### src/sv/kltmv_pkg.sv
// Shared constants and types for the knob level trimmed-mean vote block.
package kltmv_pkg;

    localparam int SAMPLES_PER_GROUP = 5;
    localparam int VOTES             = 3;
    localparam int LEVELS            = 10;

    localparam int SAMPLE_W = 12;
    localparam int LEVEL_W  = 4;
    localparam int CFG_W    = 12;
    localparam int CFG_IDX_W = 1;

    // Register indexes on the configuration port
    localparam logic [CFG_IDX_W-1:0] REG_LEVEL_STEP    = 1'd0;
    localparam logic [CFG_IDX_W-1:0] REG_TOP_THRESHOLD = 1'd1;

    localparam logic [CFG_W-1:0] LEVEL_STEP_RST    = 12'd277;
    localparam logic [CFG_W-1:0] TOP_THRESHOLD_RST = 12'hFFF;

    localparam logic [LEVEL_W-1:0]  NO_LEVEL   = 4'hF;
    localparam logic [SAMPLE_W-1:0] SAMPLE_MAX = '1;

    localparam int CNT_W   = $clog2(SAMPLES_PER_GROUP);
    localparam int SUM_W   = $clog2(SAMPLES_PER_GROUP * (2**SAMPLE_W - 1) + 1);
    localparam int GROUP_DIV = SAMPLES_PER_GROUP - 2;

    // Divide by GROUP_DIV as multiply by ceil(2^RECIP_SHIFT / GROUP_DIV)
    localparam int RECIP_SHIFT = 20;
    localparam int RECIP       = (2**RECIP_SHIFT + GROUP_DIV - 1) / GROUP_DIV;
    localparam int RECIP_W     = RECIP_SHIFT + 1;
    localparam int PROD_W      = SUM_W + RECIP_W;

    // Threshold k = step * (k + 1) needs at most this many bits
    localparam int THR_W = CFG_W + $clog2(LEVELS);

    localparam int VIDX_W      = $clog2(VOTES + 1);
    localparam int STORE_DEPTH = (VOTES > 1) ? VOTES - 1 : 1;

    typedef logic [LEVEL_W-1:0] level_t;

endpackage

### src/sv/kltmv_level.sv
// Level quantizer: maps a group mean onto the first threshold it falls below.
module kltmv_level (
    input  logic [kltmv_pkg::SAMPLE_W-1:0] mean,
    input  logic [kltmv_pkg::CFG_W-1:0]    level_step,
    input  logic [kltmv_pkg::CFG_W-1:0]    top_threshold,
    output kltmv_pkg::level_t              level
);

    logic [kltmv_pkg::THR_W-1:0]  thr [kltmv_pkg::LEVELS];
    logic [kltmv_pkg::LEVELS-1:0] below;

    always_comb begin
        for (int k = 0; k < kltmv_pkg::LEVELS; k++) begin
            if (k == kltmv_pkg::LEVELS - 1) begin
                thr[k] = kltmv_pkg::THR_W'(top_threshold);
            end else begin
                thr[k] = kltmv_pkg::THR_W'(level_step) * kltmv_pkg::THR_W'(k + 1);
            end
            below[k] = kltmv_pkg::THR_W'(mean) < thr[k];
        end
    end

    // Lowest-index matching threshold wins; thresholds need not be ordered
    always_comb begin
        level = kltmv_pkg::NO_LEVEL;
        for (int k = kltmv_pkg::LEVELS - 1; k >= 0; k--) begin
            if (below[k]) begin
                level = kltmv_pkg::LEVEL_W'(k);
            end
        end
    end

endmodule

### src/sv/knob_level_trimmed_mean_vote_top.sv
// Knob level filter: trimmed mean of each five samples, quantized, voted over three groups.
//
// Takes one 12-bit ADC sample per beat and accepts a sample in every cycle while s_tready is
// high. Every five samples form a group whose smallest and largest values are dropped; the
// middle three are averaged with rounding and mapped to a level 0..9, or to no level, against
// thresholds level_step*(k+1) and top_threshold. Every three groups (fifteen samples) one
// result beat comes out: the level if all three groups produced the same level, else level 0
// with agreed low. A group passes through the trimmed-sum register, then the divide-by-three
// multiply register, and then the quantize-and-vote result is loaded into the output register.
// Backpressure on the result side stalls input only when every stage holds a group that
// cannot move. The user must write configuration through cfg_wr_en/cfg_index/cfg_data only
// while no work is pending; the block itself does not enforce this.
module knob_level_trimmed_mean_vote_top (
    input  logic                              aclk,
    input  logic                              aresetn,
    input  logic                              s_tvalid,
    output logic                              s_tready,
    input  logic [15:0]                       s_tdata,   // [11:0] sample
    output logic                              m_tvalid,
    input  logic                              m_tready,
    output logic [7:0]                        m_tdata,   // [3:0] level
    output logic                              m_tuser,   // [0] agreed
    input  logic                              cfg_wr_en,
    input  logic [kltmv_pkg::CFG_IDX_W-1:0]   cfg_index,
    input  logic [kltmv_pkg::CFG_W-1:0]       cfg_data
);

    // Configuration registers
    logic [kltmv_pkg::CFG_W-1:0] level_step_reg;
    logic [kltmv_pkg::CFG_W-1:0] top_threshold_reg;

    always_ff @(posedge aclk) begin
        if (!aresetn) begin
            level_step_reg    <= kltmv_pkg::LEVEL_STEP_RST;
            top_threshold_reg <= kltmv_pkg::TOP_THRESHOLD_RST;
        end else if (cfg_wr_en) begin
            case (cfg_index)
                kltmv_pkg::REG_LEVEL_STEP:    level_step_reg    <= cfg_data;
                kltmv_pkg::REG_TOP_THRESHOLD: top_threshold_reg <= cfg_data;
                default: ;
            endcase
        end
    end

    // Pipeline handshake
    logic out_free;
    logic mean_consume;
    logic mean_load;
    logic grp_load;
    logic in_fire;
    logic grp_valid_reg;
    logic mean_valid_reg;
    logic m_tvalid_reg;

    assign out_free     = !m_tvalid_reg || m_tready;
    assign mean_consume = mean_valid_reg && out_free;
    assign mean_load    = !mean_valid_reg || mean_consume;
    assign s_tready     = !grp_valid_reg || mean_load;
    assign in_fire      = s_tvalid && s_tready;

    // Stage 1: running sum, min and max
    logic [kltmv_pkg::SAMPLE_W-1:0] sample;
    logic [kltmv_pkg::CNT_W-1:0]    cnt_reg;
    logic [kltmv_pkg::SUM_W-1:0]    sum_reg;
    logic [kltmv_pkg::SAMPLE_W-1:0] min_reg;
    logic [kltmv_pkg::SAMPLE_W-1:0] max_reg;
    logic [kltmv_pkg::SUM_W-1:0]    sum_next;
    logic [kltmv_pkg::SAMPLE_W-1:0] min_next;
    logic [kltmv_pkg::SAMPLE_W-1:0] max_next;
    logic [kltmv_pkg::SUM_W-1:0]    trimmed_next;
    logic [kltmv_pkg::SUM_W-1:0]    trimmed_reg;
    logic                           grp_last;

    assign sample       = s_tdata[kltmv_pkg::SAMPLE_W-1:0];
    assign sum_next     = sum_reg + kltmv_pkg::SUM_W'(sample);
    assign min_next     = (sample < min_reg) ? sample : min_reg;
    assign max_next     = (sample > max_reg) ? sample : max_reg;
    assign trimmed_next = sum_next - kltmv_pkg::SUM_W'(min_next)
                        - kltmv_pkg::SUM_W'(max_next);
    assign grp_last     = cnt_reg == kltmv_pkg::CNT_W'(kltmv_pkg::SAMPLES_PER_GROUP - 1);
    assign grp_load     = grp_valid_reg && mean_load;

    always_ff @(posedge aclk) begin
        if (!aresetn) begin
            cnt_reg       <= '0;
            sum_reg       <= '0;
            min_reg       <= kltmv_pkg::SAMPLE_MAX;
            max_reg       <= '0;
            grp_valid_reg <= 1'b0;
        end else begin
            if (in_fire && grp_last) begin
                grp_valid_reg <= 1'b1;
            end else if (grp_load) begin
                grp_valid_reg <= 1'b0;
            end
            if (in_fire) begin
                if (grp_last) begin
                    cnt_reg <= '0;
                    sum_reg <= '0;
                    min_reg <= kltmv_pkg::SAMPLE_MAX;
                    max_reg <= '0;
                end else begin
                    cnt_reg <= cnt_reg + 1'b1;
                    sum_reg <= sum_next;
                    min_reg <= min_next;
                    max_reg <= max_next;
                end
            end
        end
    end

    always_ff @(posedge aclk) begin
        if (in_fire && grp_last) begin
            trimmed_reg <= trimmed_next;
        end
    end

    // Stage 2: rounded divide by the number of kept samples
    logic [kltmv_pkg::PROD_W-1:0]   prod;
    logic [kltmv_pkg::SAMPLE_W-1:0] mean_reg;

    assign prod = (kltmv_pkg::PROD_W'(trimmed_reg)
                   + kltmv_pkg::PROD_W'(kltmv_pkg::GROUP_DIV / 2))
                * kltmv_pkg::PROD_W'(kltmv_pkg::RECIP);

    always_ff @(posedge aclk) begin
        if (!aresetn) begin
            mean_valid_reg <= 1'b0;
        end else if (mean_load) begin
            mean_valid_reg <= grp_valid_reg;
        end
    end

    always_ff @(posedge aclk) begin
        if (grp_load) begin
            mean_reg <= kltmv_pkg::SAMPLE_W'(prod >> kltmv_pkg::RECIP_SHIFT);
        end
    end

    // Stage 3: quantize and vote
    kltmv_pkg::level_t                 grp_level;
    kltmv_pkg::level_t                 vote_store_reg [kltmv_pkg::STORE_DEPTH];
    logic [kltmv_pkg::VIDX_W-1:0]      vote_idx_reg;
    logic                              vote_last;
    logic                              vote_ok;
    kltmv_pkg::level_t                 m_level_reg;
    logic                              m_agreed_reg;

    kltmv_level u_level (
        .mean          (mean_reg),
        .level_step    (level_step_reg),
        .top_threshold (top_threshold_reg),
        .level         (grp_level)
    );

    assign vote_last = vote_idx_reg == kltmv_pkg::VIDX_W'(kltmv_pkg::VOTES - 1);

    always_comb begin
        vote_ok = grp_level != kltmv_pkg::NO_LEVEL;
        for (int i = 0; i < kltmv_pkg::VOTES - 1; i++) begin
            if (vote_store_reg[i] != grp_level) begin
                vote_ok = 1'b0;
            end
        end
    end

    always_ff @(posedge aclk) begin
        if (!aresetn) begin
            vote_idx_reg <= '0;
            m_tvalid_reg <= 1'b0;
        end else begin
            if (mean_consume && vote_last) begin
                m_tvalid_reg <= 1'b1;
            end else if (m_tready) begin
                m_tvalid_reg <= 1'b0;
            end
            if (mean_consume) begin
                if (vote_last) begin
                    vote_idx_reg <= '0;
                end else begin
                    vote_idx_reg <= vote_idx_reg + 1'b1;
                end
            end
        end
    end

    // Hold the earlier group levels of the current vote
    always_ff @(posedge aclk) begin
        for (int i = 0; i < kltmv_pkg::STORE_DEPTH; i++) begin
            if (mean_consume && !vote_last
                && vote_idx_reg == kltmv_pkg::VIDX_W'(i)) begin
                vote_store_reg[i] <= grp_level;
            end
        end
    end

    always_ff @(posedge aclk) begin
        if (mean_consume && vote_last) begin
            m_level_reg  <= vote_ok ? grp_level : '0;
            m_agreed_reg <= vote_ok;
        end
    end

    assign m_tvalid = m_tvalid_reg;
    assign m_tdata  = {{(8 - kltmv_pkg::LEVEL_W){1'b0}}, m_level_reg};
    assign m_tuser  = m_agreed_reg;

endmodule

### config.mk
export PLATFORM = sky130hd
export DESIGN_NAME = knob_level_trimmed_mean_vote_top
export DESIGN_NICKNAME = d
export VERILOG_FILES = /design/src/sv/kltmv_pkg.sv /design/src/sv/kltmv_level.sv /design/src/sv/knob_level_trimmed_mean_vote_top.sv
export SDC_FILE = /design/constraint.sdc
export NUM_CORES = 1
export LEC_CHECK = 0
export BUFFER_PORTS_ARGS = -buffer_cell sky130_fd_sc_hd__buf_4
export CAP_MARGIN = 15
export CORE_ASPECT_RATIO = 0.6
export CORE_UTILIZATION = 55
export DETAILED_ROUTE_END_ITERATION = 8
export GPL_ROUTABILITY_DRIVEN = 0
export PLACE_DENSITY = 0.71
export SLEW_MARGIN = 10
export SYNTH_ARGS = -nofsm -noshare
export SYNTH_HDL_FRONTEND = slang
export SYNTH_HIERARCHICAL = 1
export SYNTH_SLANG_ARGS = --single-unit
### constraint.sdc
create_clock -name aclk -period 7.8 [get_ports aclk]
set_clock_uncertainty 0.1 [all_clocks]
set_input_delay 0.39 -clock aclk [delete_from_list [all_inputs] [get_ports aclk]]
set_output_delay 0.39 -clock aclk [all_outputs]
set_load 0.02 [all_outputs]
==> reports/qor.txt <==
CTS Buf Count: 9
clk_lat worst skew: 370 ps
asr flop ratio synth: 0%
Hold Vio Cnt, Final: 0
# rows: 46
# DRC: 0
CTS tree: yes
Via density: 5.79
wire length per cell: 17.4 microns
clk slew on worst S/H paths: 90 ps
Reg power frac: 27.0%
core box area: 26,500 sq um
CP endpoint kind: flip-flop
Synth cell types: 80
Max Freq: 0.136 GHz
die width: 215 microns
average size of a mapped cell: 9.15 sq um
min cycle time layout: 7350 ps
Antenna Violating Nets Remaining: 0
via count: 11,761
Synth Cell Area: 14,900 sq um
total grt overflow: 0
WL final: 35.3 mm
setup violators final: 0
sequential area share after synthesis: 17.6%
most frequent cells in the layout: 313 x ha_1, 220 x inv_1, 109 x nand2_1
H-tree depth: 3
die area: 27,800 sq um
final worst slack: 452 ps
most common cell after layout, fill and taps aside: ha_1
GRT Total Usage: 26.2%
worst min path class: input pin to flip-flop
Layout Nets: 2,115
P per Cell Area: 165 nW/um^2
Area Overhead vs Synth: 6.75%
CP Max Fanout: 6
status: finished, final reports clean
WP data required: 7830 ps
Critical Path AT: 7380 ps
Slew Limit Fails: 0
# port buffers: 36
leakage power total: 0.00789 uW
Setup Total Neg Slack: 0 ps
Main synth FF type: dfxtp_1
unrepaired setup endpoints after global routing: no
Psw: 1080 uW
slowest stage delay, CP: 590 ps
clk sink count: 111
Ys Warns: 6
Final Cycle Share: 94.2%
height of the die: 130 microns
Clk pwr share: 18.7%
Critical Path Slowest Stage Cell: fa_1
cts hold-fix bufs: 0
register bit total from synthesis: 111
post-cts resize count: 0
Slew @ Worst Pin: 1010 ps
Root Driver: clkbuf_16
vias in the first global route: 11,449
kind of critical path: flip-flop to flip-flop
Ports: 45
CP delay by family, top: adder cells
number of diodes: 0
max-cap violation count: 0
EDFF count, synth: 40
relative slew slack: 32.8%
first-pass GRT wire length: 58.1 mm
Initial Util: 56.2%
total power draw: 2630 uW
switching fraction of total power: 41.2%
Final Hold Slack: 138 ps
Starting DRT DRC Count: 833
initial antenna violation count: 1
Post-DP HPWL: 28.7 mm
Post-Place Setup Slack: 310 ps
drt pass-1 iters: 6
Max Buffers Root-to-Sink: 2
VDD IR max: 0.162 mV
Cell Chain, Critical Path: ha_1 > nand3_1 > inv_1 > and3_1 > xor2_1 > ha_1 > fa_1 > inv_1 > fa_1 > inv_1 > fa_1 > inv_1 > fa_1 > inv_1 > fa_1 > ha_1 > a2111oi_0 > o21ai_1 > a221o_1 > a21oi_2 > a21oi_1 > o32a_1 > a21oi_2 > xnor2_1
largest net degree at the start of global routing: 60
startpoint types: flip-flop
worst path bufs/invs: 5
Gate power share: 54.4%
Internal: 1540 uW
cells after synthesis: 1,629
share of layout cells above drive strength 1: 5.15%
area by class of cell:
class                   count  area, sq um
multi-input cells        1277        11400
fillers                  2294        10600
flip-flops and latches    111         2620
inverters                 220          826
well taps                 360          450
repair buffers             47          353
clock buffers               9          225
clock inverters             7         83.8
synth_stat cells (all sizes together) (4+ instances only):
cell type	number	area (sq um)
nand2	109	409
dfxtp	71	1420
ha	313	3920
o22ai	10	62.6
a211oi	16	130
a21o	44	330
inv	220	826
or3	15	100
fa	102	2040
a31oi	8	50.1
mux2	4	45.0
xor2	27	236
clkbuf	18	67.6
nor2b	32	200
and2	21	131
xnor2	52	455
nand4	15	93.8
a22oi	13	97.6
nand3	51	255
a211o	6	52.6
and3	10	62.6
nor2	80	300
nor3	26	130
edfxtp	40	1200
a21oi	77	397
nor3b	4	35.0
a2111oi	4	41.3
buf	8	56.3
o211ai	13	97.6
or2	5	31.3
a21boi	14	105
o21ai	61	305
o21bai	7	52.6
o21a	21	158
nand2b	21	131
mux2i	38	380
cells by family (layout without fill, tap and decap cells):
kind of cell	Yosys count	after routing	share of synthesized area [%]
other cells	1	6	0.0251
mux	42	42	2.85
simple gates	402	402	13.3
compound gates	333	333	15.2
flops	111	111	17.6
xor+xnor	79	79	4.64
fa+ha+maj	415	415	40.0
buf+inv	246	283	6.37
worst reg2reg max path, stage by stage, from the launching register on:
cell and delay [ps]:
edfxtp_1 480, ha_1 260, nand3_1 160, inv_1 70
and3_1 210, xor2_1 310, ha_1 350, fa_1 540
inv_1 90, fa_1 590, inv_1 140, fa_1 560
inv_1 50, fa_1 410, inv_1 80, fa_1 410
ha_1 380, a2111oi_0 430, o21ai_1 140, a221o_1 320
a21oi_2 170, a21oi_1 160, o32a_1 420, a21oi_2 170
xnor2_1 80
power by group through the flow:
stage               sequential, uW  combinational [uW]  clock, uW
floorplan                      712                1100          0
global placement               720                1350          0
detailed placement             721                1410          0
CTS                            708                1420        496
global route                   713                1620        520
finish                         708                1430        490
metal layers:
metal / GRT usage (%) / part of all wire (%)
met1: 39.7 / 51
met2: 38.5 / 40
met3: 5.23 / 7.4
met4: 4.83 / 1.2
met5: 0 / 0
metrics by stage:
| stage | instance area [sq um] | std cells | utilization, % |
|---|---|---|---|
| 3_5_place_dp | 15600 | 2013 | 58.8 |
| 3_3_place_gp | 15600 | 2013 | 58.8 |
| 4_1_cts | 15900 | 2029 | 59.9 |
| 6_report | 15900 | 2031 | 60.0 |
| 2_1_floorplan | 14900 | 1634 | - |
| 5_1_grt | 15900 | 2031 | 60.0 |
worst paths after layout:
path | slack, ps | startpoint | cells after the start | end
max reg2reg | 450 | trimmed_reg[1] | 24 | mean_reg[11]
max | 450 | trimmed_reg[1] | 24 | mean_reg[11]
min | 140 | cfg_data[8] | 3 | top_threshold_reg[8]
min reg2reg | 370 | top_threshold_reg[5] | 2 | top_threshold_reg[5]
repair_timing:
action / in CTS / in global routing
endpoints found under the hold margin: 0 / 0
setup endpoints to repair: 0 / 2
setup buffers: 0 / 2
Note: power is estimated with default switching activity, not from simulation.
